**src/rtl/lidfc_pkg.sv**
```systemverilog
`timescale 1ns / 1ps

package lidfc_pkg;

  localparam int unsigned PAYLOAD_W = 20;
  localparam int unsigned LEN_W     = 32;
  localparam int unsigned ID_W      = 63;

  localparam logic [3:0]           HDR_LAST_POS      = 4'd13;
  localparam logic [LEN_W-1:0]     LEN_OVERHEAD      = 32'd10;
  localparam logic [PAYLOAD_W-1:0] MAX_PAYLOAD_RESET = 20'h80000;

  localparam logic [7:0] VERSION_HI = 8'd0;
  localparam logic [7:0] VERSION_LO = 8'd1;

  typedef enum logic [1:0] {
    ST_OK     = 2'd0,
    ST_REJECT = 2'd1,
    ST_HALTED = 2'd2
  } status_t;

  // outcome of judging a complete header
  typedef struct packed {
    logic                 ok;
    logic [PAYLOAD_W-1:0] payload_len;
    logic [ID_W-1:0]      id;
  } hdr_verdict_t;

endpackage

```
**src/rtl/lidfc_hdr_check.sv**
```systemverilog
`timescale 1ns / 1ps

module lidfc_hdr_check
  import lidfc_pkg::*;
(
  input  logic [LEN_W-1:0]     len_full,
  input  logic [7:0]           ver_hi,
  input  logic [7:0]           ver_lo,
  input  logic [63:0]          id_full,
  input  logic [ID_W-1:0]      last_id,
  input  logic [PAYLOAD_W-1:0] max_payload_bytes,
  output hdr_verdict_t         verdict
);

  logic [PAYLOAD_W:0] limit;
  logic [LEN_W-1:0]   payload_len_full;
  logic               len_ok;
  logic               ver_ok;
  logic               id_ok;

  always_comb begin
    limit            = {1'b0, max_payload_bytes} + LEN_OVERHEAD[PAYLOAD_W:0];
    len_ok           = (len_full > LEN_OVERHEAD) &&
                       (len_full <= {{(LEN_W-PAYLOAD_W-1){1'b0}}, limit});
    ver_ok           = (ver_hi == VERSION_HI) && (ver_lo == VERSION_LO);
    // top bit must be clear and the id must move strictly forward
    id_ok            = !id_full[63] && (id_full[ID_W-1:0] > last_id);
    payload_len_full = len_full - LEN_OVERHEAD;

    verdict.ok          = len_ok && ver_ok && id_ok;
    verdict.payload_len = payload_len_full[PAYLOAD_W-1:0];
    verdict.id          = id_full[ID_W-1:0];
  end

endmodule

```
**src/rtl/length_id_frame_checker_core.sv**
```systemverilog
`timescale 1ns / 1ps

// Frame checker for a received byte stream.
// s_axis: one received byte per transaction in tdata.
// m_axis: one result per input byte. tdata carries the payload byte and the
//   frame id, tuser says whether the byte is payload and the status
//   (ok, frame rejected at this byte, halted), tlast marks the final
//   payload byte of a frame.
// cfg_wr_en/cfg_wr_data write the largest accepted payload length; write it
//   only while the stream is idle.
// Each frame is a 14-byte header (length, version 0 then 1, message id)
// followed by length - 10 payload bytes. The header is judged on its last byte.
// The result of an input transaction is in the output register in the following
// cycle; one byte is taken every cycle while the receiver accepts results.
// Reset clears the output register, returns to the header phase, sets the
// last accepted id to 1 and the payload limit to 524288.
// When the receiver stalls, the held result blocks new input only while the
// output register is full and not being drained in the same cycle.
// After the first rejected header every byte reports halted until reset.

module length_id_frame_checker_core
  import lidfc_pkg::*;
(
  input  logic                 clk,
  input  logic                 rst,

  input  logic                 s_axis_tvalid,
  output logic                 s_axis_tready,
  input  logic [7:0]           s_axis_tdata,   // [7:0] rx_byte

  output logic                 m_axis_tvalid,
  input  logic                 m_axis_tready,
  output logic [71:0]          m_axis_tdata,   // [7:0] payload_byte, [70:8] frame_id, pad
  output logic [2:0]           m_axis_tuser,   // [0] payload_valid, [2:1] status
  output logic                 m_axis_tlast,   // last_of_frame

  input  logic                 cfg_wr_en,
  input  logic [PAYLOAD_W-1:0] cfg_wr_data     // max_payload_bytes
);

  typedef enum logic [2:0] {
    PH_HEADER  = 3'b001,
    PH_PAYLOAD = 3'b010,
    PH_HALTED  = 3'b100
  } phase_t;

  phase_t               phase, phase_next;
  logic [3:0]           hdr_pos, hdr_pos_next;
  logic [LEN_W-1:0]     len_acc, len_acc_next;
  logic [55:0]          id_acc, id_acc_next;
  logic [7:0]           ver_hi, ver_hi_next;
  logic [7:0]           ver_lo, ver_lo_next;
  logic [PAYLOAD_W-1:0] remaining, remaining_next;
  logic [ID_W-1:0]      last_id, last_id_next;
  logic [PAYLOAD_W-1:0] max_payload_bytes;

  logic                 out_valid;
  logic [7:0]           out_byte, out_byte_next;
  logic                 out_pvalid, out_pvalid_next;
  logic                 out_last, out_last_next;
  logic [ID_W-1:0]      out_id, out_id_next;
  status_t              out_status, out_status_next;

  logic                 in_fire;
  logic [LEN_W-1:0]     len_full;
  logic [63:0]          id_full;
  hdr_verdict_t         verdict;

  assign s_axis_tready = !out_valid || m_axis_tready;
  assign in_fire       = s_axis_tvalid && s_axis_tready;

  // the length is complete long before the last header byte, which finishes the id
  assign len_full = len_acc;
  assign id_full  = {id_acc, s_axis_tdata};

  lidfc_hdr_check u_hdr_check (
    .len_full          (len_full),
    .ver_hi            (ver_hi),
    .ver_lo            (ver_lo),
    .id_full           (id_full),
    .last_id           (last_id),
    .max_payload_bytes (max_payload_bytes),
    .verdict           (verdict)
  );

  always_comb begin
    phase_next      = phase;
    hdr_pos_next    = hdr_pos;
    len_acc_next    = len_acc;
    id_acc_next     = id_acc;
    ver_hi_next     = ver_hi;
    ver_lo_next     = ver_lo;
    remaining_next  = remaining;
    last_id_next    = last_id;
    out_byte_next   = 8'd0;
    out_pvalid_next = 1'b0;
    out_last_next   = 1'b0;
    out_id_next     = '0;
    out_status_next = ST_OK;

    case (phase)
      PH_HALTED: begin
        out_status_next = ST_HALTED;
      end
      PH_PAYLOAD: begin
        out_byte_next   = s_axis_tdata;
        out_pvalid_next = 1'b1;
        out_id_next     = last_id;
        if (remaining <= 20'd1) begin
          out_last_next  = 1'b1;
          remaining_next = '0;
          phase_next     = PH_HEADER;
        end else begin
          remaining_next = remaining - 20'd1;
        end
      end
      PH_HEADER: begin
        if (hdr_pos < 4'd4) begin
          len_acc_next = {len_acc[23:0], s_axis_tdata};
        end else if (hdr_pos == 4'd4) begin
          ver_hi_next = s_axis_tdata;
        end else if (hdr_pos == 4'd5) begin
          ver_lo_next = s_axis_tdata;
        end else begin
          id_acc_next = id_full[55:0];
        end

        if (hdr_pos != HDR_LAST_POS) begin
          hdr_pos_next = hdr_pos + 4'd1;
        end else begin
          hdr_pos_next = '0;
          len_acc_next = '0;
          id_acc_next  = '0;
          if (verdict.ok) begin
            last_id_next   = verdict.id;
            remaining_next = verdict.payload_len;
            phase_next     = PH_PAYLOAD;
          end else begin
            phase_next      = PH_HALTED;
            out_status_next = ST_REJECT;
          end
        end
      end
      default: begin
        phase_next = PH_HEADER;
      end
    endcase
  end

  always_ff @(posedge clk) begin
    if (rst) begin
      phase             <= PH_HEADER;
      hdr_pos           <= '0;
      len_acc           <= '0;
      id_acc            <= '0;
      ver_hi            <= '0;
      ver_lo            <= '0;
      remaining         <= '0;
      last_id           <= 63'd1;
      max_payload_bytes <= MAX_PAYLOAD_RESET;
      out_valid         <= 1'b0;
    end else begin
      if (cfg_wr_en) begin
        max_payload_bytes <= cfg_wr_data;
      end
      if (in_fire) begin
        phase     <= phase_next;
        hdr_pos   <= hdr_pos_next;
        len_acc   <= len_acc_next;
        id_acc    <= id_acc_next;
        ver_hi    <= ver_hi_next;
        ver_lo    <= ver_lo_next;
        remaining <= remaining_next;
        last_id   <= last_id_next;
        out_valid <= 1'b1;
      end else if (m_axis_tready) begin
        out_valid <= 1'b0;
      end
    end
  end

  always_ff @(posedge clk) begin
    if (in_fire) begin
      out_byte   <= out_byte_next;
      out_pvalid <= out_pvalid_next;
      out_last   <= out_last_next;
      out_id     <= out_id_next;
      out_status <= out_status_next;
    end
  end

  assign m_axis_tvalid = out_valid;
  assign m_axis_tdata  = {1'b0, out_id, out_byte};
  assign m_axis_tuser  = {out_status, out_pvalid};
  assign m_axis_tlast  = out_last;

  // a payload phase always has at least one byte left to pass
  a_payload_nonzero: assert property (@(posedge clk) disable iff (rst)
    (phase == PH_PAYLOAD) |-> (remaining != '0))
    else $error("payload phase with no bytes remaining");

  // halting lasts until reset
  a_halt_sticky: assert property (@(posedge clk) disable iff (rst)
    (phase == PH_HALTED) |=> (phase == PH_HALTED))
    else $error("left halted state without reset");

  // accepted ids only ever grow
  a_id_increasing: assert property (@(posedge clk) disable iff (rst)
    (!$past(rst) && !$stable(last_id)) |-> (last_id > $past(last_id)))
    else $error("last accepted id did not increase");

  // a rejection or halt result never carries payload
  a_reject_clean: assert property (@(posedge clk) disable iff (rst)
    (out_valid && (out_status != ST_OK)) |-> (!out_pvalid && !out_last && out_id == '0))
    else $error("payload flagged on a rejected or halted result");

  // held results do not let a new transaction overwrite them
  a_no_overwrite: assert property (@(posedge clk) disable iff (rst)
    (out_valid && !m_axis_tready) |-> !in_fire)
    else $error("input taken while result held");

endmodule

```
**config.mk**
```make
export PLATFORM = sky130hd
export DESIGN_NAME = length_id_frame_checker_core
export DESIGN_NICKNAME = d
export VERILOG_FILES = /design/src/rtl/lidfc_pkg.sv /design/src/rtl/lidfc_hdr_check.sv /design/src/rtl/length_id_frame_checker_core.sv
export SDC_FILE = /design/constraint.sdc
export NUM_CORES = 1
export LEC_CHECK = 0
export ABC_CLOCK_PERIOD_IN_PS = 9500
export BUFFER_PORTS_ARGS = -buffer_cell sky130_fd_sc_hd__buf_2
export CORE_UTILIZATION = 30
export DETAILED_ROUTE_END_ITERATION = 8
export PLACE_DENSITY_LB_ADDON = 0.25
export SLEW_MARGIN = 25
export SYNTH_ARGS = -nofsm -noshare
export SYNTH_HDL_FRONTEND = slang
export SYNTH_SLANG_ARGS = --single-unit
```
**constraint.sdc**
```tcl
create_clock -name clk -period 9.5 [get_ports clk]
set_input_delay 1.425 -clock clk [delete_from_list [all_inputs] [get_ports clk]]
set_output_delay 1.425 -clock clk [all_outputs]
set_load 0.05 [all_outputs]
```
* Word level (Yosys, flattened, before mapping)
Cells that the tools add are included.
** Word-level totals
- Register bits after elaboration :: 290
- Bits of input ports :: 33
- Output and inout port bits :: 78
- Word-level logic and storage cells :: 84
** Cells by class
- Add/subtract/negate cells :: 4
- $lt $le $gt $ge :: 5
- Equality and inequality tests :: 14
- Multiplexer cells :: 22
- Bitwise logic cells :: 4
- Reductions and logical operators :: 20
** Operator list (number)
- 56-bit 2-to-1 mux :: 4
- 32-bit 2-to-1 mux :: 2
- 63-bit > comparator :: 1
- 20-bit 2-to-1 mux :: 3
- 20-bit case mux with 2 select lines :: 1
- 32-bit by 4-bit > comparator with 1-bit output, second input constant :: 1
- 32-bit by 21-bit <= comparator with 1-bit output :: 1
- 20-bit by 4-bit adder with 21-bit output, second input constant :: 1
- 20-bit by 1-bit <= comparator with 1-bit output, second input constant :: 1
- 20-bit by 1-bit subtractor with 20-bit output, second input constant :: 1
- 20-bit by 4-bit subtractor with 20-bit output, second input constant :: 1
- 4-bit AND reduction :: 4
- 2-bit != test, second input constant :: 6
- 5-bit AND reduction :: 2
- 3-bit 2-to-1 mux :: 3
- 3-bit case mux with 3 select lines :: 1
- 4-bit by 3-bit == test with 1-bit output, second input constant :: 2
- 8-bit by 1-bit == test with 1-bit output, second input constant :: 1
- 8-bit logical NOT :: 1
- 1-bit logical AND :: 6
- 1-bit 2-to-1 mux :: 6
- 4-bit by 1-bit adder with 4-bit output, second input constant :: 1
- 4-bit by 3-bit < comparator with 1-bit output, second input constant :: 1
- 4-bit 2-to-1 mux :: 1
- other kinds (12) :: 17

* Depth between registers and ports, before layout
Gate-level depths: netlist of run 1.
- Depth after elaboration :: 8
- Depth in mapped cells :: 18
- Gate-level depth less buffers :: 16

* Modules after synthesis
Synthesis of run 1 repeated with hierarchy kept, for this count alone.
** Unflattened totals
- Cell total of the unflattened synthesis :: 1633
- Area total of the unflattened synthesis :: 14346.3 um2
** Modules (own cells, without submodules)
- length_id_frame_checker_core :: times used 1, cells an instance 1177, area an instance 11099.4 um2, sequential area each 6556.3 um2
- lidfc_hdr_check :: times used 1, cells an instance 456, area an instance 3246.9 um2, sequential area each 0.0 um2

* Least setup slack after synthesis of run 1
Ideal clock, no wire load.
- Path kind :: input port to flip-flop
- From :: input m_axis_tready
- To :: register id_acc[45]
- Setup time :: 70 ps
- Data arrival time :: 4917 ps
- Data required time :: 9430 ps
- Setup slack :: 4512 ps
- Stages :: 9
- Buffers on the path :: 2
- Cell sequence :: nand2b_1 > nand2_1 > inv_1 > nand2_1 > nor2_1 > clkbuf_1 > buf_1 > nand3_1 > a21oi_1
** Between the ends
- Word-level cells in the longest chain between the ends :: 3
** Ends and longest elaborated chain
- from (decl) :: RTL line length_id_frame_checker_core.sv:32 : input logic m_axis_tready,
- 1-bit logical OR :: RTL line length_id_frame_checker_core.sv:69 : assign s_axis_tready = !out_valid || m_axis_tready;
- 1-bit logical AND :: RTL line length_id_frame_checker_core.sv:70 : assign in_fire = s_axis_tvalid && s_axis_tready;
- net in_fire :: RTL line length_id_frame_checker_core.sv:64 : logic in_fire;
- 5-bit AND reduction (no line)
- to (signal assigned) :: RTL line length_id_frame_checker_core.sv:170 : id_acc <= id_acc_next;
- to (decl) :: RTL line length_id_frame_checker_core.sv:50 : logic [55:0] id_acc, id_acc_next;
The timed path passes the listed nets, and every way through them passes these cells.
A chain may end at the register's enable or synchronous reset.

* Final worst setup path of run 1
- From :: register max_payload_bytes[4]
- To :: register last_id[21]
** Between the ends
- Word-level cells in the longest chain between the ends :: 6
** Ends and longest elaborated chain
- from (decl) :: RTL line length_id_frame_checker_core.sv:55 : logic [PAYLOAD_W-1:0] max_payload_bytes;
- from (signal assigned) :: RTL line length_id_frame_checker_core.sv:164 : max_payload_bytes <= cfg_wr_data;
- 20-bit by 4-bit adder with 21-bit output :: RTL line lidfc_hdr_check.sv:22 : limit = {1'b0, max_payload_bytes} + LEN_OVERHEAD[PAYLOAD_W:0];
- 32-bit by 21-bit <= comparator with 1-bit output :: RTL line lidfc_hdr_check.sv:24 : (len_full <= {{(LEN_W-PAYLOAD_W-1){1'b0}}, limit});
- 1-bit logical AND :: RTL line lidfc_hdr_check.sv:23 : len_ok = (len_full > LEN_OVERHEAD) &&
- 1-bit logical AND (2 in series) :: RTL line lidfc_hdr_check.sv:30 : verdict.ok = len_ok && ver_ok && id_ok;
- 4-bit AND reduction (no line)
- to (signal assigned) :: RTL line length_id_frame_checker_core.sv:174 : last_id <= last_id_next;
- to (decl) :: RTL line length_id_frame_checker_core.sv:54 : logic [ID_W-1:0] last_id, last_id_next;
Every way passes these cells.

==> impl_metrics.ini, run 1 <==
[run_status]
status = finished clean

[timing]
tns_ps = 0
worst_slack_ps = 4310
finClkSkew_ps = 11.9
max_freq_mhz = 193
holdWs_ps = 470
setup_viol = 0
rsz0062_at_grt = no
hold_viol_final = 0
period_needed_ps = 5190
finalMaxSlewViolations = 0
relSlewSlack = 0.334
worst_pin_slew_ps = 1000
timing.final.crit_share = 0.546

[synthesis]
async_flop_share = 0
ys.warnings.count = 0
synth_area_um2 = 13900
yosys_register_bits = 290
synth_top_area_share = 0.309
synth_area_per_cell_um2 = 9.22
yosys.area.top_type = dfxtp_1
yosysSeqAreaShare = 0.471
synth_edf_count = 75
ys_types = 70
yosysMostFrequentCell = nor2_1
synth_commonest_cells = nor2_1, dfxtp_1, nand2_1
syn_nets = 1630
synth_area_leaders = dfxtp_1, edfxtp_1, ha_1
ys.flop_type = dfxtp_1
synthCells = 1509

[worst_setup_path]
critPathArrivalTime_ps = 5630
cp_cell_sequence = nand3_1 -> o21bai_1 -> nor2_1 -> nand2_1 -> or2_2 -> xor2_1 -> ha_1 -> nand4_1 -> or4_1 -> or4_4 -> o21ai_2 -> nor2_2 -> a2111oi_4 -> buf_4 -> buf_4 -> mux2i_1 -> nor2_1
critPathBufInv = 2
cp_slowest_cell = buf_4
startpoint_type = flip-flop
end_kind = flip-flop
rrSetupSlack_ps = 4310
cp.required_ps = 9940
crit_path_max_incr_delay_ps = 650
worstSetupPathType = reg2reg
cp_max_fo = 35
critPathTopFamily = simple AND/OR/NAND/NOR gates

[power_and_ir_drop]
ir_drop_mv = 0.159
power_switching_w = 0.000707
power.leakage_nw = 5.92
swShare = 0.258
pwr-share-seq = 0.482
pwr-share-clk = 0.424
internal_power_w = 0.00203
powerDensity_nw_per_um2 = 173
pwr-share-comb = 0.094

[place]
io_buffers = 109
dp_slack_ps = 4300
gp_congestion = 0.806
hpwl_um = 24800

[route]
firstDrtPassIters = 5
first_iter_violations = 858
drc = 0
drt_wl_total_um = 36500
vias_per_cell = 4.95
vias = 10900
ant_nets = 0
wire_per_inst_um = 16.6

[die]
row_count = 78
start_util = 0.305
core_area_um2 = 45600
dieArea_um2 = 47300
dieHeight_um = 217
die_x_um = 217
io_pins = 111

[min_path]
hold_path_class = reg2reg

[clock_tree]
cts_resized = 0
cts-buffers-inserted = 31
clock_latency_ps = 590
cts_hold_buf = 0
cts.sink_count = 290
cts_root_buf = clkbuf_16
path_clk_slew_ps = 60
cts_max_path_buffers = 3
cts_setup_buffers = 0
htreeDepth = 1
cts_tree = yes

[global_route]
grt_max_degree = 139
grt_antenna_before_repair = 0
grt-ovfl-total = 0
grt_pass1_wl_um = 57800
grtUsageTotal = 0.153
grt_pass1_vias = 10400

[final_layout]
drive_above_1_share = 0.112
area_growth_pct = 13.8
fin_nets = 1695
num_antenna_cells = 0

[job]
cap_viol_max_count = 0
## logic make-up (layout without fill, tap and decap cells)
family,Yosys count,in the layout,synth area share
and+or+nand+nor,566,566,0.182
DFF,290,290,0.471
AOI/OAI and AO/OA,264,264,0.121
buffers and inverters,167,256,0.0536
muxes,97,97,0.0698
adders and majority gates,88,88,0.0791
xor gates and xnor gates,36,36,0.0227
other,1,1,0.000269
## layout by cell type, fill, tap and decap left out, drive strengths merged, types with 3 or more instances in the layout
master,netlist,routed
o211a,3,3
ha,88,88
nor3,19,19
xnor2,17,17
inv,78,78
a21oi,120,120
nor2,252,252
nor4b,3,3
a31oi,4,4
nand2,121,121
or4,11,11
o32ai,4,4
a22oi,34,34
dfxtp,215,215
nand2b,5,5
o21ai,34,34
o21bai,4,4
nor2b,3,3
and2,3,3
buf,22,119
xor2,19,19
a21o,5,5
nand4,31,31
o31ai,3,3
or3,4,4
a211oi,11,11
clkinv,1,8
mux2i,97,97
clkbuf,66,48
nor4,23,23
and3,10,10
o211ai,10,10
a32o,11,11
nand3,73,73
edfxtp,75,75
## worst register-to-register path: stages, from the launching register on
cell and delay, ps:
dfxtp_1 400, nand3_1 110, o21bai_1 220, nor2_1 210, nand2_1 80, or2_2 310
xor2_1 150, ha_1 310, nand4_1 130, or4_1 550, or4_4 530, o21ai_2 90
nor2_2 100, a2111oi_4 360, buf_4 510, buf_4 660, mux2i_1 300, nor2_1 50
## registers in the layout (all words and copies together), names as in the netlist
| name | flops |
|---|---|
| hdr_pos | 4 |
| id_acc | 56 |
| last_id | 63 |
| len_acc | 32 |
| m_axis_tlast | 1 |
| m_axis_tvalid | 1 |
| max_payload_bytes | 20 |
| out_byte | 8 |
| out_id | 63 |
| out_pvalid | 1 |
| out_status | 2 |
| phase | 3 |
| remaining | 20 |
| ver_hi | 8 |
| ver_lo | 8 |
## power groups by stage
stage / combinational, W / sequential (W) / clock, W
finish: 0.000258 / 0.00132 / 0.00116
global route: 0.000282 / 0.00132 / 0.00124
CTS: 0.000259 / 0.00132 / 0.00120
detailed placement: 0.000259 / 0.00135 / 0
global placement: 0.000256 / 0.00135 / 0
floorplan: 0.000139 / 0.00139 / 0
## per-layer routing
| layer | routed length, um | GRT usage | vias up |
|---|---|---|---|
| li1 | - | - | 5478 |
| met1 | 16900 | 0.202 | 5134 |
| met5 | 0 | 0 | - |
| met2 | 17100 | 0.257 | 228 |
| met3 | 1700 | 0.0253 | 50 |
| met4 | 841 | 0.0408 | 0 |
## final timing paths
check	startpoint	to	depth (start not counted)
worst max-delay path	max_payload_bytes[4]$_SDFFE_PP0P_	last_id[21]$_SDFFE_PP0P_	17
worst min-delay path	remaining[18]$_SDFFE_PP0P_	remaining[18]$_SDFFE_PP0P_	2
worst max register to register	max_payload_bytes[4]$_SDFFE_PP0P_	last_id[21]$_SDFFE_PP0P_	17
worst min register to register	remaining[18]$_SDFFE_PP0P_	remaining[18]$_SDFFE_PP0P_	2
## through the flow
stage	std cells	util	power [W]	instance area, um2
after floorplan	1509	-	0.00153	13900
after global placement	2141	0.326	0.00160	14900
after detailed placement	2141	0.326	0.00160	14900
after CTS	2198	0.347	0.00277	15800
after global routing	2198	0.348	0.00284	15800
final	2198	0.348	0.00274	15800
## cell type report
| class | instances | area [um2] |
|---|---|---|
| clock inverter | 10 | 119 |
| tap | 600 | 751 |
| multi-input combinational | 1052 | 6650 |
| inverter | 79 | 298 |
| clock buffer | 47 | 836 |
| sequential | 290 | 6560 |
| timing repair buffer | 120 | 637 |
| fill | 4708 | 29700 |
Note: power is estimated with default switching activity, not from simulation.
==> run 2, diff against run 1 <==
Settings changed: ABC_AREA set to 1, ABC_CLOCK_PERIOD_IN_PS 9500 to 5000.
Clock period 9.5 ns to 5 ns, I/O delays scaled along.
==> run 2 against run 1 <==
Clock power is 140% higher. Setup slack worse by 3700 ps. Cell area is 5.8% higher. Critical path type unchanged. Final cell count is 17% higher. Global-route usage is 0.24 points lower. Sequential share of layout area is 2.3 points lower. Area after synthesis is 4.0% higher. Clock-buffer cell count is 1 lower.
==> impl_metrics.ini, run 2 <==
[run_status]
status = finished clean

[worst_setup_path]
startpoint_type = flip-flop
end_kind = flip-flop
cp_max_fo = 48
cp_cell_sequence = ha_1 -> o21ai_0 -> nor3_1 -> nand3_1 -> nor2_1 -> nand4_1 -> nor2_1 -> nand2_1 -> xor2_1 -> ha_1 -> nand2_1 -> inv_1 -> nand3_1 -> nor3_1 -> nand4_1 -> nand2_1 -> nand3_2 -> nand3b_4 -> buf_12 -> nand2_1 -> nand2_1 -> nor2_1
cpMostUsedCell = nand2_1
cp_slowest_cell = nand3b_4
critPathTopFamily = simple AND/OR/NAND/NOR gates
critPathBufInv = 2
worstSetupPathType = reg2reg
cp.required_ps = 5470
crit_path_max_incr_delay_ps = 510
critPathArrivalTime_ps = 4880

[timing]
rsz0062_at_grt = no
tns_ps = 0
max_freq_mhz = 227
worst_pin_slew_ps = 960
timing.final.crit_share = 0.883
hold_viol_final = 0
finalMaxSlewViolations = 0
holdWs_ps = 421
setup_viol = 0
period_needed_ps = 4410
relSlewSlack = 0.360
finClkSkew_ps = 18.7

[job]
cap_viol_max_count = 0

[route]
vias_per_cell = 4.68
vias = 12100
ant_nets = 0
wire_per_inst_um = 14.3
first_iter_violations = 584
drt_wl_total_um = 36900
drc = 0
firstDrtPassIters = 6

[clock_tree]
cts-buffers-inserted = 36
cts_setup_buffers = 0
htreeDepth = 2
clock_latency_ps = 540
cts_hold_buf = 0
cts_root_buf = clkbuf_16
cts_max_path_buffers = 3
cts.sink_count = 290
cts_resized = 0
path_clk_slew_ps = 60
cts_tree = yes

[place]
gp_congestion = 0.815
hpwl_um = 25200
io_buffers = 109
postPlaceCellArea_um2 = 15500

[global_route]
grt-ovfl-total = 0
grtUsageTotal = 0.151
grt_pass1_vias = 11500
grt_antenna_before_repair = 1
grt_max_degree = 78
grt_pass1_wl_um = 59700

[synthesis]
ys_types = 47
yosys.area.top_type = dfxtp_1
synth_commonest_cells = nand2_1, nor2_1, dfxtp_1
yosysMostFrequentCell = nand2_1
async_flop_share = 0
yosysSeqAreaShare = 0.453
synth_area_leaders = dfxtp_1, edfxtp_1, nand2_1
synth_edf_count = 75
synth_area_um2 = 14500
yosys_register_bits = 290
ys.warnings.count = 0
synth_area_per_cell_um2 = 7.77
synth_top_area_share = 0.297
ys.flop_type = dfxtp_1
syn_nets = 1985
synthCells = 1864

[final_layout]
mostFrequentLayoutCell = nand2_1
fin_nets = 2057
fillers = 5082
drive_above_1_share = 0.134
area_growth_pct = 15.8
mostFrequentLayoutCells = nand2_1, nor2_1, dfxtp_1, a21oi_1, inv_1
reg_top3 = last_id: 63 flops, out_id: 63 flops, id_acc: 56 flops
num_antenna_cells = 0
finish.instance_area_um2 = 16800

[die]
core_area_um2 = 47600
io_pins = 111
dieArea_um2 = 49100
die_x_um = 222
row_count = 80
dieHeight_um = 222
start_util = 0.304

[power_and_ir_drop]
power.leakage_nw = 7.60
ir_drop_mv = 0.316
powerDensity_nw_per_um2 = 353

[min_path]
hold_path_class = in2reg
run 2: area by class of cell:
cell class                 instances  area, um2  area share
timing repair buffer             124        699      0.0417
clock inverter                    18        245      0.0146
sequential                       290       6560       0.391
clock buffer                      46       1030      0.0615
tap                              615        769      0.0459
multi-input combinational       1315       6830       0.407
inverter                         169        637      0.0380
run 2: logic make-up (layout without fill, tap and decap cells):
group / Yosys count / after routing / synth area share
xor gates and xnor gates: 36 / 36 / 0.0218
AOI/OAI and AO/OA: 302 / 302 / 0.111
buffers and inverters: 259 / 357 / 0.0762
and+or+nand+nor: 888 / 888 / 0.262
DFF: 290 / 290 / 0.453
adders and majority gates: 88 / 88 / 0.0761
other: 1 / 1 / 0.000259
run 2: worst paths after layout:
kind	startpoint	to	slack, ps	cells after the start
hold / removal	cfg_wr_data[19]	max_payload_bytes[19]$_SDFFE_PP1P_	420	3
hold reg to reg	ver_lo[0]$_SDFFE_PP0P_	ver_lo[0]$_SDFFE_PP0P_	450	2
setup reg to reg	max_payload_bytes[1]$_SDFFE_PP0P_	last_id[49]$_SDFFE_PP0P_	590	22
setup / recovery	max_payload_bytes[1]$_SDFFE_PP0P_	last_id[49]$_SDFFE_PP0P_	590	22
run 2: power breakdown:
group / internal (W) / total, W / switching [W]
combinational: 0.000168 / 0.000582 / 0.000415
clock: 0.00177 / 0.00279 / 0.00103
sequential: 0.00248 / 0.00253 / 0.0000586
total: 0.00441 / 0.00591 / 0.00150
run 2: worst reg2reg max path, stage by stage, from the launching register on:
cell and delay [ps]:
dfxtp_1 360, ha_1 190, o21ai_0 150, nor3_1 280, nand3_1 160, nor2_1 170, nand4_1 140, nor2_1 180
nand2_1 90, xor2_1 140, ha_1 290, nand2_1 60, inv_1 90, nand3_1 80, nor3_1 340, nand4_1 130
nand2_1 180, nand3_2 120, nand3b_4 510, buf_12 380, nand2_1 130, nand2_1 50, nor2_1 120
run 2: routing by layer:
layer  global-route usage  routed length, um  vias to the layer above
met1                0.211              18400                     5542
met5                    0                  0                        -
li1                     -                  -                     6212
met3               0.0260               1680                       53
met2                0.234              16000                      246
met4               0.0506                771                        0
run 2: stage by stage:
| step | total power, W | worst slack, ps | instances | util |
|---|---|---|---|---|
| floorplan | 0.00300 | 1000 | 1864 | - |
| global placement | 0.00316 | 725 | 2513 | 0.325 |
| detailed placement | 0.00317 | 559 | 2513 | 0.325 |
| CTS | 0.00599 | 533 | 2577 | 0.352 |
| global route | 0.00616 | 165 | 2577 | 0.352 |
| finish | 0.00591 | 587 | 2577 | 0.352 |
==> run 3, diff against run 2 <==
Settings changed: PLACE_DENSITY set to 0.5, PLACE_DENSITY_LB_ADDON 0.25 to unset.
==> run 3 against run 2 <==
Register-to-register slack improved by 60 ps. Total power increased by 0.10%. Cell area is essentially flat. Non-clock buffer count rose by 2. Clock power about the same. Sequential power is essentially flat. Clock-buffer cell count increased by 2. Routed wire length rose by 0.91%. Highest routed layer unchanged.
==> impl_metrics.ini, run 3 (synthesis gave the netlist of run 2 again) <==
[die]
io_pins = 111
dieHeight_um = 222
dieArea_um2 = 49100
start_util = 0.304
row_count = 80
core_area_um2 = 47600
die_x_um = 222

[global_route]
grt_antenna_before_repair = 1
grt-ovfl-total = 0
grtUsageTotal = 0.153
grt_pass1_wl_um = 61300
grt_max_degree = 78
grt_pass1_vias = 11500

[final_layout]
reg_top3 = last_id: 63 flops, out_id: 63 flops, id_acc: 56 flops
final_cells = 2581
fillers = 5012
drive_above_1_share = 0.136
mostFrequentLayoutCell = nand2_1
mostFrequentLayoutCells = nand2_1, nor2_1, dfxtp_1, a21oi_1, inv_1
num_antenna_cells = 0
post-route-util = 0.352
fin_nets = 2059
area_growth_pct = 15.9

[power_and_ir_drop]
internal_power_w = 0.00438
pwr-share-seq = 0.429
power_switching_w = 0.00153
powerDensity_nw_per_um2 = 353
pwr-share-comb = 0.098
swShare = 0.259
pwr-share-clk = 0.473
ir_drop_mv = 0.227
total_power_w = 0.00592
power.leakage_nw = 7.60

[route]
drc = 0
ant_nets = 0
vias_per_cell = 4.62
firstDrtPassIters = 7
wire_per_inst_um = 14.4
drt_wl_total_um = 37200
vias = 11900
first_iter_violations = 634

[worst_setup_path]
cp.required_ps = 5470
reg2reg_from = max_payload_bytes[1]$_SDFFE_PP0P_
r2r_end = last_id[4]$_SDFFE_PP0P_
reg2regPathDepth = 22
critPathArrivalTime_ps = 4830
crit_start = max_payload_bytes[1]$_SDFFE_PP0P_
end_kind = flip-flop
rrSetupSlack_ps = 640
startpoint_type = flip-flop
cp_max_fo = 28
critPathCapture = last_id[4]$_SDFFE_PP0P_
worstSetupPathType = reg2reg

[timing]
worst_pin_slew_ps = 957
tns_ps = 0
setup_viol = 0
finalMaxSlewViolations = 0
worst_slack_ps = 645
finClkSkew_ps = 17.9
relSlewSlack = 0.362
max_freq_mhz = 230
timing.final.crit_share = 0.871
period_needed_ps = 4360
rsz0062_at_grt = no
hold_viol_final = 0

[clock_tree]
cts_setup_buffers = 0
cts_resized = 0
cts-buffers-inserted = 36
cts.sink_count = 290
cts_max_path_buffers = 3
cts_root_buf = clkbuf_16
htreeDepth = 2
cts_hold_buf = 0
cts_tree = yes
clock_latency_ps = 550
path_clk_slew_ps = 60

[place]
io_buffers = 109
dp_slack_ps = 595
gp_congestion = 0.806
hpwl_um = 25400
place_inst = 2515

[run_status]
status = finished clean

[job]
cap_viol_max_count = 0

[min_path]
min_path_cells = 3
hold_path_class = in2reg
## run 3: cell types whose count changed in the layout (fill, tap and decap cells not counted)
cell and change:
buf_12 -1, buf_4 +3, bufinv_16 -1, clkbuf_1 +1, clkbuf_8 +1, clkinv_1 -2, clkinv_2 -1, clkinv_4 -1
clkinvlp_4 +1, inv_4 +1, inv_6 +4, inv_8 -1
## run 3: worst min path at each step
stage                            from                                  to  slack, ps
2_1_floorplan  ver_lo[7]$_SDFFE_PP0P_              ver_lo[7]$_SDFFE_PP0P_        420
3_3_place_gp   ver_lo[0]$_SDFFE_PP0P_              ver_lo[0]$_SDFFE_PP0P_        430
3_5_place_dp   ver_lo[7]$_SDFFE_PP0P_              ver_lo[7]$_SDFFE_PP0P_        440
4_1_cts               cfg_wr_data[19]  max_payload_bytes[19]$_SDFFE_PP1P_        390
5_1_grt               cfg_wr_data[19]  max_payload_bytes[19]$_SDFFE_PP1P_        410
6_report              cfg_wr_data[19]  max_payload_bytes[19]$_SDFFE_PP1P_        420
## run 3: critical path, cell delays in order, from the launching register on
cell      delay [ps]
dfxtp_1          370
ha_1             190
o21ai_0          160
nor3_1           280
nand3_1          160
nor2_1           160
nand4_1          150
nor2_1           190
nand2_1           90
xor2_1           150
ha_1             300
nand2_1           50
inv_1             80
nand3_1           70
nor3_1           320
nand4_1          130
nand2_1          190
nand3_2          130
nand3b_4         470
buf_4            400
nand2_1           90
nand2_1           50
nor2_1           120
## run 3: area by class of cell
cell class | count | area (um2) | area share
Clock buffer | 48 | 1050 | 0.0625
Clock inverter | 18 | 231 | 0.0138
Inverter | 169 | 637 | 0.0380
Multi-Input combinational cell | 1315 | 6830 | 0.407
Sequential cell | 290 | 6560 | 0.391
Tap cell | 615 | 769 | 0.0459
Timing Repair Buffer | 126 | 702 | 0.0419
## run 3: per-stage QoR
| step | cell area, um2 | hold slack, ps |
|---|---|---|
| after floorplan | 14500 | 424 |
| after global placement | 15500 | 434 |
| after detailed placement | 15500 | 439 |
| after CTS | 16800 | 395 |
| after global routing | 16800 | 409 |
| final | 16800 | 421 |
## run 3: per-layer routing
metal  vias to the layer above  GRT usage  share of wire
met5                         -          0              0
met3                        46     0.0245          0.039
li1                       6212          -              -
met4                         0     0.0535          0.022
met1                      5474      0.216           0.50
met2                       199      0.237           0.44
## run 3: power groups by stage
stage / Sequential (W) / Combinational (W) / Clock, W
after floorplan: 0.00267 / 0.000337 / 0
after global placement: 0.00259 / 0.000576 / 0
after detailed placement: 0.00259 / 0.000582 / 0
after CTS: 0.00254 / 0.000585 / 0.00289
after global routing: 0.00254 / 0.000650 / 0.00298
final: 0.00254 / 0.000582 / 0.00280
